## src/rtl/averaged_hysteresis_thermostat_macros.svh

```systemverilog
// Assertion helpers shared by the thermostat RTL.
// All of them sample on the rising edge of clock and are off during reset.
`ifndef AVERAGED_HYSTERESIS_THERMOSTAT_MACROS_SVH
`define AVERAGED_HYSTERESIS_THERMOSTAT_MACROS_SVH

// cond must hold on every edge
`define AHT_ASSERT_ALWAYS(lbl, cond, msg) \
   lbl: assert property (@(posedge clock) disable iff (reset) (cond)) else $error(msg);

// ante implies cons on the same edge
`define AHT_ASSERT_IMPLY(lbl, ante, cons, msg) \
   lbl: assert property (@(posedge clock) disable iff (reset) (ante) |-> (cons)) \
      else $error(msg);

// ante implies cons on the following edge
`define AHT_ASSERT_NEXT(lbl, ante, cons, msg) \
   lbl: assert property (@(posedge clock) disable iff (reset) (ante) |=> (cons)) \
      else $error(msg);

`endif

```

## src/rtl/aht_pkg.sv

```systemverilog
package aht_pkg;

   // averaging window
   localparam int WINDOW = 10;

   // field widths
   localparam int SAMPLE_W   = 10;
   localparam int SETPOINT_W = 7;
   localparam int SINT_W     = 8;
   localparam int BINT_W     = 10;
   localparam int AVG_W      = 8;

   localparam int REQ_TDATA_W = 16;
   localparam int RSP_TDATA_W = 16;
   localparam int CSR_ADDR_W  = 2;
   localparam int CSR_DATA_W  = 10;

   localparam int IDX_W      = $clog2(WINDOW);
   localparam int SAMPLE_MAX = 1023;
   localparam int SUM_MAX    = WINDOW * SAMPLE_MAX;
   localparam int SUM_W      = $clog2(SUM_MAX + 1);

   // avg = floor(sum * SCALE / DIVISOR), done as a reciprocal multiply plus one
   // correction step; 2^RECIP_SH exceeds the largest dividend for this window
   localparam int SCALE    = 500;
   localparam int DIVISOR  = SAMPLE_MAX * WINDOW;
   localparam int X_MAX    = SUM_MAX * SCALE;
   localparam int X_W      = $clog2(X_MAX + 1);
   localparam int RECIP_SH = 24;
   localparam int RECIP    = (1 << RECIP_SH) / DIVISOR;
   localparam int QM       = SCALE * RECIP;
   localparam int QM_W     = $clog2(QM + 1);
   localparam int PROD_W   = SUM_W + QM_W;
   localparam int Q_MAX    = X_MAX / DIVISOR;
   localparam int Q_W      = $clog2(Q_MAX + 2);
   localparam int AVG_MAX  = 255;

   // hysteresis margins in degrees
   localparam int HEAT_ON_MARGIN  = 5;
   localparam int HEAT_OFF_MARGIN = 4;
   localparam int FAN_MARGIN      = 5;

   // register reset values
   localparam logic [SETPOINT_W-1:0] SETPOINT_RST = SETPOINT_W'(60);
   localparam logic [SINT_W-1:0]     SINT_RST     = SINT_W'(10);
   localparam logic [BINT_W-1:0]     BINT_RST     = BINT_W'(100);

   typedef enum logic [CSR_ADDR_W-1:0] {
      CSR_SETPOINT   = 2'd0,
      CSR_SAMPLE_INT = 2'd1,
      CSR_BLINK_INT  = 2'd2
   } csr_index_type;

   // per-beat control that travels down the pipeline
   typedef struct packed {
      logic valid;
      logic smp;     // this beat takes a sample into the ring
      logic phase;   // blink phase after this beat
   } tick_type;

endpackage

```

## src/rtl/averaged_hysteresis_thermostat.sv

```systemverilog
// Channel   Dir  Beat fields (low bit first)
// req_      in   tdata: adc_sample[9:0]
// rsp_      out  tdata: heater_on, fan_on, red_led, mean_temp[7:0]
// csr_      in   write only: 0 setpoint, 1 sample_interval, 2 blink_interval
//
// One beat per cycle in, one result beat per request, in order.
// A request passes the ring read, the sum update, the reciprocal multiply, its
// correction and the output register, in that order, before its result appears.
// Synchronous reset; the ring slots are marked empty at once, no clearing pass.
// A stalled result freezes the whole pipe; req_tready drops only then.

module averaged_hysteresis_thermostat (
   input  logic                              clock,
   input  logic                              reset,
   input  logic                              req_tvalid,
   output logic                              req_tready,
   input  logic [aht_pkg::REQ_TDATA_W-1:0]   req_tdata,   // adc_sample
   output logic                              rsp_tvalid,
   input  logic                              rsp_tready,
   output logic [aht_pkg::RSP_TDATA_W-1:0]   rsp_tdata,   // heater_on, fan_on, red_led, mean_temp
   input  logic                              csr_wen,
   input  logic [aht_pkg::CSR_ADDR_W-1:0]    csr_addr,
   input  logic [aht_pkg::CSR_DATA_W-1:0]    csr_wdata
);
   import aht_pkg::*;

   logic [SETPOINT_W-1:0] setpoint_ff, setpoint_in;
   logic [SINT_W-1:0]     sint_ff, sint_in;
   logic [BINT_W-1:0]     bint_ff, bint_in;

   logic             en;
   logic             accept;
   tick_type         tick0;
   tick_type         tick4;
   logic [AVG_W-1:0] avg4;
   logic             heater_on;
   logic             fan_on;
   logic             red_led;
   logic [AVG_W-1:0] mean_temp;

   always_comb begin
      setpoint_in = setpoint_ff;
      sint_in     = sint_ff;
      bint_in     = bint_ff;
      if (csr_wen) begin
         unique case (csr_addr)
            CSR_SETPOINT:   setpoint_in = csr_wdata[SETPOINT_W-1:0];
            CSR_SAMPLE_INT: sint_in     = csr_wdata[SINT_W-1:0];
            CSR_BLINK_INT:  bint_in     = csr_wdata[BINT_W-1:0];
            default: ;
         endcase
      end
   end

   always_ff @(posedge clock) begin
      if (reset) begin
         setpoint_ff <= SETPOINT_RST;
         sint_ff     <= SINT_RST;
         bint_ff     <= BINT_RST;
      end else begin
         setpoint_ff <= setpoint_in;
         sint_ff     <= sint_in;
         bint_ff     <= bint_in;
      end
   end

   assign en         = !rsp_tvalid || rsp_tready;
   assign req_tready = en;
   assign accept     = req_tvalid && en;

   aht_sched u_sched (
      .clock           (clock),
      .reset           (reset),
      .accept          (accept),
      .sample_interval (sint_ff),
      .blink_interval  (bint_ff),
      .tick            (tick0)
   );

   aht_avg u_avg (
      .clock    (clock),
      .reset    (reset),
      .en       (en),
      .tick_in  (tick0),
      .sample   (req_tdata[SAMPLE_W-1:0]),
      .tick_out (tick4),
      .avg      (avg4)
   );

   aht_therm u_therm (
      .clock     (clock),
      .reset     (reset),
      .en        (en),
      .tick      (tick4),
      .avg       (avg4),
      .setpoint  (setpoint_ff),
      .rsp_valid (rsp_tvalid),
      .heater_on (heater_on),
      .fan_on    (fan_on),
      .red_led   (red_led),
      .mean_temp (mean_temp)
   );

   assign rsp_tdata = {(RSP_TDATA_W - AVG_W - 3)'(0), mean_temp, red_led, fan_on, heater_on};

endmodule

```

## src/rtl/aht_ram.sv

```systemverilog
module aht_ram #(
   parameter int WIDTH = 8,
   parameter int DEPTH = 16
) (
   input  logic                     clock,
   input  logic                     wr_en,
   input  logic [$clog2(DEPTH)-1:0] wr_addr,
   input  logic [WIDTH-1:0]         wr_data,
   input  logic                     rd_en,
   input  logic [$clog2(DEPTH)-1:0] rd_addr,
   output logic [WIDTH-1:0]         rd_data
);

   logic [WIDTH-1:0] mem_ff [DEPTH];
   logic [WIDTH-1:0] rd_data_ff;

   always_ff @(posedge clock) begin
      if (wr_en) begin
         mem_ff[wr_addr] <= wr_data;
      end
      if (rd_en) begin
         rd_data_ff <= mem_ff[rd_addr];
      end
   end

   assign rd_data = rd_data_ff;

endmodule

```

## src/rtl/aht_sched.sv

```systemverilog
`include "averaged_hysteresis_thermostat_macros.svh"

module aht_sched (
   input  logic                          clock,
   input  logic                          reset,
   input  logic                          accept,
   input  logic [aht_pkg::SINT_W-1:0]    sample_interval,
   input  logic [aht_pkg::BINT_W-1:0]    blink_interval,
   output aht_pkg::tick_type             tick
);
   import aht_pkg::*;

   logic [SINT_W-1:0] sample_cnt_ff, sample_cnt_in;
   logic [BINT_W-1:0] blink_cnt_ff, blink_cnt_in;
   logic              phase_ff, phase_in;
   logic [SINT_W:0]   sample_inc;
   logic [BINT_W:0]   blink_inc;
   logic              sample_fire;
   logic              blink_fire;

   always_comb begin
      sample_inc  = {1'b0, sample_cnt_ff} + 1'b1;
      blink_inc   = {1'b0, blink_cnt_ff} + 1'b1;
      // >= so a zero interval fires every beat, and a lowered one fires at once
      sample_fire = sample_inc >= {1'b0, sample_interval};
      blink_fire  = blink_inc >= {1'b0, blink_interval};

      sample_cnt_in = sample_cnt_ff;
      blink_cnt_in  = blink_cnt_ff;
      phase_in      = phase_ff;
      if (accept) begin
         sample_cnt_in = sample_fire ? '0 : sample_inc[SINT_W-1:0];
         blink_cnt_in  = blink_fire ? '0 : blink_inc[BINT_W-1:0];
         phase_in      = phase_ff ^ blink_fire;
      end
   end

   always_ff @(posedge clock) begin
      if (reset) begin
         sample_cnt_ff <= '0;
         blink_cnt_ff  <= '0;
         phase_ff      <= 1'b0;
      end else begin
         sample_cnt_ff <= sample_cnt_in;
         blink_cnt_ff  <= blink_cnt_in;
         phase_ff      <= phase_in;
      end
   end

   assign tick.valid = accept;
   assign tick.smp   = sample_fire;
   assign tick.phase = phase_ff ^ blink_fire;

   `AHT_ASSERT_NEXT(a_phase_only_on_beat, !accept, $stable(phase_ff),
                    "blink phase moved without a beat")

endmodule

```

## src/rtl/aht_avg.sv

```systemverilog
`include "averaged_hysteresis_thermostat_macros.svh"

module aht_avg (
   input  logic                          clock,
   input  logic                          reset,
   input  logic                          en,
   input  aht_pkg::tick_type             tick_in,
   input  logic [aht_pkg::SAMPLE_W-1:0]  sample,
   output aht_pkg::tick_type             tick_out,
   output logic [aht_pkg::AVG_W-1:0]     avg
);
   import aht_pkg::*;

   // S1: ring read in flight
   tick_type            t1_ff;
   logic [SAMPLE_W-1:0] data1_ff;
   logic [IDX_W-1:0]    ptr1_ff;
   logic [IDX_W-1:0]    idx_ff, idx_in;
   // S2: running sum updated
   tick_type            t2_ff;
   logic [SUM_W-1:0]    sum_ff, sum_in;
   logic [WINDOW-1:0]   ring_vld_ff, ring_vld_in;
   // S3: dividend and quotient estimate
   tick_type            t3_ff;
   logic [X_W-1:0]      x3_ff, x3_in;
   logic [Q_W-1:0]      qe3_ff, qe3_in;
   // S4: averaged value
   tick_type            t4_ff;
   logic [AVG_W-1:0]    avg_ff, avg_in;

   logic [SAMPLE_W-1:0] ring_rdata;
   logic [SAMPLE_W-1:0] old_sample;
   logic                ring_wen;
   logic [PROD_W-1:0]   prod;
   logic [X_W-1:0]      qd;
   logic [X_W-1:0]      rem;
   logic [Q_W-1:0]      quot;

   assign ring_wen = en && t1_ff.valid && t1_ff.smp;

   // the slot being replaced is read on the accept beat; the write lands while that
   // beat sits in S1, at the previous slot, so the two never meet on one entry
   aht_ram #(
      .WIDTH (SAMPLE_W),
      .DEPTH (WINDOW)
   ) u_ring (
      .clock   (clock),
      .wr_en   (ring_wen),
      .wr_addr (ptr1_ff),
      .wr_data (data1_ff),
      .rd_en   (en),
      .rd_addr (idx_ff),
      .rd_data (ring_rdata)
   );

   always_comb begin
      idx_in = idx_ff;
      if (en && tick_in.valid && tick_in.smp) begin
         idx_in = (idx_ff == IDX_W'(WINDOW - 1)) ? '0 : idx_ff + 1'b1;
      end

      // never-written slots read as zero
      old_sample  = ring_vld_ff[ptr1_ff] ? ring_rdata : '0;
      sum_in      = sum_ff;
      ring_vld_in = ring_vld_ff;
      if (ring_wen) begin
         sum_in               = (sum_ff - SUM_W'(old_sample)) + SUM_W'(data1_ff);
         ring_vld_in[ptr1_ff] = 1'b1;
      end

      x3_in  = X_W'(X_W'(sum_ff) * X_W'(SCALE));
      prod   = PROD_W'(sum_ff) * PROD_W'(QM);
      qe3_in = Q_W'(prod >> RECIP_SH);

      // estimate is low by at most one
      qd   = X_W'(qe3_ff) * X_W'(DIVISOR);
      rem  = x3_ff - qd;
      quot = qe3_ff + Q_W'(rem >= X_W'(DIVISOR));
      avg_in = avg_ff;
      if (t3_ff.valid && t3_ff.smp) begin
         avg_in = (quot > Q_W'(AVG_MAX)) ? AVG_W'(AVG_MAX) : quot[AVG_W-1:0];
      end
   end

   always_ff @(posedge clock) begin
      if (reset) begin
         t1_ff       <= '0;
         t2_ff       <= '0;
         t3_ff       <= '0;
         t4_ff       <= '0;
         idx_ff      <= '0;
         sum_ff      <= '0;
         ring_vld_ff <= '0;
         avg_ff      <= '0;
      end else if (en) begin
         t1_ff       <= tick_in;
         t2_ff       <= t1_ff;
         t3_ff       <= t2_ff;
         t4_ff       <= t3_ff;
         idx_ff      <= idx_in;
         sum_ff      <= sum_in;
         ring_vld_ff <= ring_vld_in;
         avg_ff      <= avg_in;
      end
   end

   always_ff @(posedge clock) begin
      if (en) begin
         data1_ff <= sample;
         ptr1_ff  <= idx_ff;
         x3_ff    <= x3_in;
         qe3_ff   <= qe3_in;
      end
   end

   assign tick_out = t4_ff;
   assign avg      = avg_ff;

   `AHT_ASSERT_ALWAYS(a_sum_range, sum_ff <= SUM_W'(SUM_MAX),
                      "running sum above window maximum")
   `AHT_ASSERT_IMPLY(a_no_ring_collision, ring_wen, ptr1_ff != idx_ff,
                     "ring write and read hit one slot")
   `AHT_ASSERT_IMPLY(a_quot_correction, t3_ff.valid && t3_ff.smp,
                     rem < X_W'(2 * DIVISOR),
                     "quotient estimate off by more than one")

endmodule

```

## src/rtl/aht_therm.sv

```systemverilog
`include "averaged_hysteresis_thermostat_macros.svh"

module aht_therm (
   input  logic                            clock,
   input  logic                            reset,
   input  logic                            en,
   input  aht_pkg::tick_type               tick,
   input  logic [aht_pkg::AVG_W-1:0]       avg,
   input  logic [aht_pkg::SETPOINT_W-1:0]  setpoint,
   output logic                            rsp_valid,
   output logic                            heater_on,
   output logic                            fan_on,
   output logic                            red_led,
   output logic [aht_pkg::AVG_W-1:0]       mean_temp
);
   import aht_pkg::*;

   logic             valid_ff, valid_in;
   logic             heat_ff, heat_in;
   logic             heater_ff, heater_in;
   logic             fan_ff, fan_in;
   logic             led_ff, led_in;
   logic [AVG_W-1:0] avg_out_ff;
   logic [AVG_W:0]   temp;
   logic [AVG_W:0]   sp;
   logic             below_band;
   logic             under_stop;
   logic             over_fan;

   always_comb begin
      temp = {1'b0, avg};
      sp   = (AVG_W + 1)'(setpoint);
      // t <= s-5 rewritten as t+5 <= s so small setpoints never start heating
      below_band = (temp + (AVG_W + 1)'(HEAT_ON_MARGIN)) <= sp;
      under_stop = temp < (sp + (AVG_W + 1)'(HEAT_OFF_MARGIN));
      over_fan   = temp >= (sp + (AVG_W + 1)'(FAN_MARGIN));
   end

   always_comb begin
      valid_in  = tick.valid;
      heat_in   = heat_ff;
      heater_in = heater_ff;
      fan_in    = fan_ff;
      led_in    = led_ff;
      if (tick.valid) begin
         if (below_band || heat_ff) begin
            if (under_stop) begin
               heat_in   = 1'b1;
               heater_in = 1'b1;
               fan_in    = 1'b0;
               led_in    = ~tick.phase;
            end else begin
               heat_in   = 1'b0;
               heater_in = 1'b0;
               led_in    = 1'b0;
            end
         end
         if (over_fan) begin
            led_in    = 1'b1;
            heater_in = 1'b0;
            fan_in    = 1'b1;
         end
      end
   end

   always_ff @(posedge clock) begin
      if (reset) begin
         valid_ff  <= 1'b0;
         heat_ff   <= 1'b0;
         heater_ff <= 1'b0;
         fan_ff    <= 1'b0;
         led_ff    <= 1'b0;
      end else if (en) begin
         valid_ff  <= valid_in;
         heat_ff   <= heat_in;
         heater_ff <= heater_in;
         fan_ff    <= fan_in;
         led_ff    <= led_in;
      end
   end

   always_ff @(posedge clock) begin
      if (en && tick.valid) begin
         avg_out_ff <= avg;
      end
   end

   assign rsp_valid = valid_ff;
   assign heater_on = heater_ff;
   assign fan_on    = fan_ff;
   assign red_led   = led_ff;
   assign mean_temp = avg_out_ff;

   `AHT_ASSERT_ALWAYS(a_heater_fan_excl, !(heater_ff && fan_ff),
                      "heater and fan both driven")
   `AHT_ASSERT_IMPLY(a_heat_drives_heater, heat_ff, heater_ff,
                     "heating flag set with heater off")

endmodule
```

## config.mk

```make
export PLATFORM = sky130hd
export DESIGN_NAME = averaged_hysteresis_thermostat
export DESIGN_NICKNAME = d
export VERILOG_FILES = /design/src/rtl/aht_pkg.sv /design/src/rtl/averaged_hysteresis_thermostat.sv /design/src/rtl/aht_ram.sv /design/src/rtl/aht_sched.sv /design/src/rtl/aht_avg.sv /design/src/rtl/aht_therm.sv
export VERILOG_INCLUDE_DIRS = /design/src /design/src/rtl
export SDC_FILE = /design/constraint.sdc
export NUM_CORES = 1
export LEC_CHECK = 0
export BUFFER_PORTS_ARGS = -buffer_cell sky130_fd_sc_hd__buf_2
export CORE_AREA = 8 8 190 192
export DETAILED_ROUTE_END_ITERATION = 10
export DIE_AREA = 0 0 198 200
export HOLD_SLACK_MARGIN = 0.03
export PLACE_DENSITY = 0.87
export SLEW_MARGIN = 20
export SYNTH_ARGS = -nofsm -noshare
export SYNTH_HDL_FRONTEND = slang
export SYNTH_SLANG_ARGS = --single-unit
export TNS_END_PERCENT = 30
```

## constraint.sdc

```tcl
create_clock -name clock -period 11.29 [get_ports clock]
set_input_delay 1.129 -clock clock [delete_from_list [all_inputs] [get_ports clock]]
set_output_delay 1.129 -clock clock [all_outputs]
set_load 0.02 [all_outputs]
```

-- Word-level counts from Yosys, hierarchy flattened
Memories as Yosys holds them, arrays and structs flattened. A register that Yosys moved wholly into a read port is not among the register bits.
Index checks and enable logic that the tools add are counted.
- word-level logic and storage cells: 103
- register bits after elaboration: 148
- input bits: 33
- memory bits (writable): 100
- output and inout bits: 18
- memories kept: 1
- memories (memory ; words ; bits a word ; rd ports ; clocked after Yosys merged registers in ; wr ports ; RTL line ; text):
    u_avg.u_ring.mem_ff ; 10 ; 10 ; 1 ; 1 ; 1 ; aht_ram.sv:14 ; logic [WIDTH-1:0] mem_ff [DEPTH];
- $add $sub $neg: 10
- bitwise gates (word level): 3
- multiplexer cells: 20
- reductions and logical operators: 23
- $lt $le $gt $ge: 9
- multiply operators: 3
- equality and inequality tests: 3
- operators by type and width (operator ; number):
    14-bit by 15-bit multiplier with 28-bit output (second input constant) ; 1
    23-bit by 14-bit greater-or-equal comparator with 1-bit output (second input constant) ; 1
    23-bit subtractor ; 1
    9-bit by 13-bit multiplier with 22-bit output (second input constant) ; 1
    14-bit by 7-bit multiplier with 21-bit output (second input constant) ; 1
    10-bit 2-to-1 mux ; 2
    7-bit by 3-bit adder with 8-bit output (second input constant) ; 2
    8-bit 2-to-1 mux ; 2
    14-bit by 10-bit adder with 14-bit output ; 1
    14-bit by 10-bit subtractor with 14-bit output ; 1
    1-bit 2-to-1 mux ; 13
    2-bit AND reduction ; 6
    10-bit by 1-bit adder with 11-bit output (second input constant) ; 1
    11-bit by 10-bit greater-or-equal comparator with 1-bit output ; 1
    10-bit bitwise OR ; 1
    8-bit by 1-bit adder with 9-bit output (second input constant) ; 1
    8-bit by 3-bit adder with 9-bit output (second input constant) ; 1
    9-bit by 1-bit adder with 9-bit output ; 1
    8-bit by 9-bit greater-or-equal comparator with 1-bit output ; 1
    9-bit by 8-bit greater-or-equal comparator with 1-bit output ; 1
    9-bit by 8-bit greater-than comparator with 1-bit output (second input constant) ; 1
    9-bit by 7-bit <= comparator with 1-bit output ; 1
    8-bit by 9-bit less-than comparator with 1-bit output ; 1
    1-bit logical AND ; 8
    other kinds (17) ; 20

-- Longest topological paths before layout
- word-level depth: 6
- gate-level depth with buffers: 36
- gate-level depth less buffers: 35

-- Modules after synthesis
From an unflattened synthesis, not the netlist that was laid out.
- cells, all modules: 1848
- area, all modules: 19932.9 µm²
- by module, submodules not included (module ; instances ; area an instance (µm²) ; sequential area each (µm²) ; cells an instance):
    aht_avg ; 1 ; 11667.4 ; 2282.2 ; 1182
    aht_ram ; 1 ; 4347.9 ; 3303.2 ; 230
    aht_sched ; 1 ; 1566.5 ; 380.4 ; 191
    aht_therm ; 1 ; 1218.7 ; 340.3 ; 131
    averaged_hysteresis_thermostat ; 1 ; 1132.3 ; 500.5 ; 114

-- Worst setup path after synthesis
Ideal clock, no wire load.
- path kind: register to register
- start point: register u_avg.qe3_ff[0]
- end point: register u_avg.avg_ff[0], in the netlist u_avg.avg[0]
- arrival: 7722 ps
- path slack: 3434 ps
- required time: 11156 ps
- path buffers: 1
- stages on the path, launching flop included: 31
- clock period less this slack: 7856 ps
- setup time: 134 ps
- path through: edfxtp_1 fa_1 fa_1 ha_1 inv_1 fa_1 fa_1 nor2b_1 o21ai_1 a21boi_0 o21ai_1 o21a_1 o211a_1 a2111oi_1 o21ai_0 nor3b_1 ha_1 mux2_2 a2111oi_0 nand3_1 or4_1 nor4_1 nand4_1 ha_1 ha_1 and3_1 nand2_1 nor3_1 and3b_1 clkbuf_1 a211oi_1
- longest elaborated chain between the ends: 6
- ends and longest elaborated chain (what ; RTL line ; text):
    start: declaration ; aht_avg.sv:26 ; logic [Q_W-1:0] qe3_ff, qe3_in;
    start signal: assignment ; aht_avg.sv:112 ; qe3_ff <= qe3_in;
    9-bit by 13-bit multiplier with 22-bit output ; aht_avg.sv:76 ; qd = X_W'(qe3_ff) * X_W'(DIVISOR);
    23-bit subtractor ; aht_avg.sv:77 ; rem = x3_ff - qd;
    23-bit by 14-bit greater-or-equal comparator with 1-bit output ; aht_avg.sv:78 ; quot = qe3_ff + Q_W'(rem >= X_W'(DIVISOR));
    9-bit by 1-bit adder with 9-bit output (*) ; aht_avg.sv:78 ;
    9-bit by 8-bit greater-than comparator with 1-bit output ; aht_avg.sv:81 ; avg_in = (quot > Q_W'(AVG_MAX)) ? AVG_W'(AVG_MAX) : quot[AVG_W-1:0];
    8-bit 2-to-1 mux (*) ; aht_avg.sv:81 ;
    end signal: assignment ; aht_avg.sv:103 ; avg_ff <= avg_in;
    end: declaration ; aht_avg.sv:29 ; logic [AVG_W-1:0] avg_ff, avg_in;
Mark *: on every way between the ends. The rest lies on a longest branch, timed or not.
A chain may end at the register's enable or synchronous reset.

-- Worst setup path in the final report
- start point: register u_avg.qe3_ff[3]
- end point: register u_avg.avg_ff[1], in the netlist u_avg.avg[1]
Same word-level chain as after synthesis.

==> flow_metrics.tcl <==
set metrics [dict create \
    dieArea_um2 39600 \
    critPathCaptureType "flop" \
    synth_cells 1821 \
    rr_worst_depth 30 \
    p_per_area_nw_per_um2 104 \
    ctsLongestPathBuffers 3 \
    port-buffer-count 39 \
    critPathMaxFanout 8 \
    grt_max_degree 110 \
    cts.sinks 258 \
    cpPeakStageDelay_ps 600 \
    slew_viol_final 0 \
    grt_antenna_before_repair 0 \
    crit_slowest_cell "fa_1" \
    reg2reg_slack_ps 2460 \
    final_cell_mix "ha_1 (262), inv_1 (241), edfxtp_1 (162)" \
    clock_latency_ps 550 \
    io_pins 51 \
    core_um2 33100 \
    overflow 0 \
    die_h_um 200 \
    skew_ps 12.5 \
    tns_ps 0 \
    start_util_pct 58.7 \
    synth_edf_count 162 \
    rows 67 \
    max_freq_mhz 113 \
    preCtsSetupSlack_ps 2470 \
    drc 0 \
    maxCapViolCount 0 \
    async_flop_share_pct 0 \
    path_class "reg2reg" \
    rsz0062_at_grt "no" \
    ant_nets 0 \
    grt_pass1_vias 14500 \
    report.final.setup_viol 0 \
    fillerInstances 2415 \
    cts_tree "built" \
    grt_use_total_pct 20.8 \
    clkSlewWorstSetupHoldPaths_ps 60 \
    drive_above_1_share_pct 7.12 \
    dominantRegCellSynth "edfxtp_1" \
    vias_per_cell 5.80 \
    final_common_cell "ha_1" \
    reg2reg_from "u_avg.qe3_ff[3]" \
    status "finished, final reports clean" \
    hold_viol_final 0 \
    gp_congestion 0.875 \
    ctsResizeCount 0 \
    min_from "u_avg.idx_ff[1]" \
    routedWlPerCell_um 17.4 \
    h-tree-depth 1 \
    vias 13400 \
    finalCritPeriodShare_pct 78.2 \
    hold_ws_ps 433 \
    vdd_drop_max_mv 0.150 \
    min_path_type "reg2reg" \
    post-cts-setup-buffers 0 \
    ys_seq_elements 258 \
    syn_to_final_growth_pct 7.73 \
    tightest_slew_ps 1090 \
    final_area_um2 21000 \
    min_path_cells 0 \
    hold_end "u_avg.ptr1_ff[1]" \
    dp_hpwl_mm 30.4 \
    yosysUniqueCellTypes 67 \
    cts_buffers 27 \
    yosys_warnings 0 \
    dieWidth_um 198 \
    fin_ws_ps 2460 \
    syn_area_um2 19400 \
    cp.arrival_ps 9280 \
    worst_ep_required_time_ps 11740 \
    ys_seq_area_share_pct 34.9 \
    finalPower_mw 2.17 \
    grt_pass1_wl_mm 68.3 \
    placed_cell_area_um2 20100 \
    drt_iter0_drc 1041 \
    avgSynthCellArea_um2 10.7 \
    fin_nets 2267 \
    p_leak_nw 9.99 \
    wl_mm 40.4 \
    drtPass1Iterations 5 \
    diodes 0 \
    cts_hold_buf 0 \
    critPathLaunchType "flop" \
    period_needed_ps 8830 \
    r2r_end "u_avg.avg[1]" \
    relSlewSlack_pct 27.2 \
    cts-root-buf "clkbuf_16" \
]
## per-layer routing
metal  vias up  wire (µm)  track usage, %
li1       6424          -               -
met1      6548      16400            24.4
met2       374      21200            38.7
met3       102       1620            2.78
met4         0       1210            7.16
met5         -          0               0
## critical path, delay by kind of cell (launching register included)
| kind | cells | cell delay, ps |
|---|---|---|
| flip-flops | 1 | 560 |
| buffers and inverters | 4 | 310 |
| AND/OR/NAND/NOR | 8 | 1960 |
| multiplexers | 1 | 350 |
| adder cells (fa/ha/maj) | 8 | 3330 |
| AO/OA/AOI/OAI | 9 | 2200 |
## power by group
group / leakage, nW / internal (mW) / switching, mW
Clock: 0.441 / 0.521 / 0.380
Combinational: 7.18 / 0.104 / 0.146
Sequential: 2.37 / 1.01 / 0.0146
Total: 9.99 / 1.63 / 0.541
## metrics by stage
step           util [%]  instances
3_5_place_dp       60.6       2267
5_1_grt            63.3       2317
2_1_floorplan         -       1825
4_1_cts            63.3       2317
6_report           63.3       2317
3_3_place_gp       60.6       2267
## logic make-up (layout without fill, tap and decap cells)
logic type      count (synthesis)  in the layout  synth area share, %
compound gates                326            326                 10.9
xor+xnor                       94             94                 4.23
fa+ha+maj                     386            386                 29.6
buf+inv                       296            340                 5.89
flops                         258            258                 34.9
mux                            46             46                 3.79
other cells                     1              5               0.0193
simple gates                  414            414                 10.7
## sequential cells by signal, summed over array words and instances, names as in the netlist, 8 cells and up
name / cells
u_avg.qe3_ff: 9
u_sched.blink_cnt_ff: 10
u_avg.ring_vld_ff: 10
u_avg.sum_ff: 14
u_sched.sample_cnt_ff: 8
u_avg.u_ring.rd_data: 10
u_avg.avg: 8
u_avg.x3_ff: 21
u_avg.data1_ff: 10
u_therm.mean_temp: 8
sint_ff: 8
u_avg.u_ring.mem_ff: 100
bint_ff: 10
## layout make-up
cell class	count	area [µm²]	area share, %
Clock buffer	34	712	3.40
Clock inverter	16	180	0.860
Inverter	242	908	4.34
Multi-Input combinational cell	1271	11500	55.1
Sequential cell	258	6790	32.4
Tap cell	448	561	2.68
Timing Repair Buffer	48	265	1.27
## Yosys cell counts, drive strengths merged (7+ instances only)
cell type  instances  area share, %
a211o             11           0.50
a211oi            26            1.0
a21o              31            1.2
a21oi            118            3.1
and2              25           0.80
and3              18           0.58
buf               19           0.54
clkbuf            35           0.68
dfxtp             96            9.9
edfxtp           162             25
fa               124             13
ha               262             17
inv              242            4.7
mux2i             23            1.2
mux4              22            2.5
nand2            100            1.9
nand2b            19           0.61
nand3             29           0.75
nand3b            19           0.73
nor2             103            2.0
nor2b             21           0.68
nor3              29           0.75
nor3b              8           0.31
nor4b              7           0.32
o211ai             7           0.27
o21a              16           0.62
o21ai             51            1.3
o221ai             7           0.32
o31ai              8           0.31
or2                7           0.23
or3                9           0.29
xnor2             60            2.7
xor2              34            1.5
## how the worst max path moves through the flow
stage,from,endpoint,slack (ps)
after floorplan,u_avg.qe3_ff[0],u_avg.avg[0],3430
after global placement,u_avg.qe3_ff[3],u_avg.avg[0],2660
after detailed placement,u_avg.qe3_ff[0],u_avg.avg[1],2470
after CTS,u_avg.qe3_ff[3],u_avg.avg[1],2480
after global routing,u_avg.qe3_ff[3],u_avg.avg[1],1830
final,u_avg.qe3_ff[3],u_avg.avg[1],2460
Note: power is estimated with default switching activity, not from simulation.
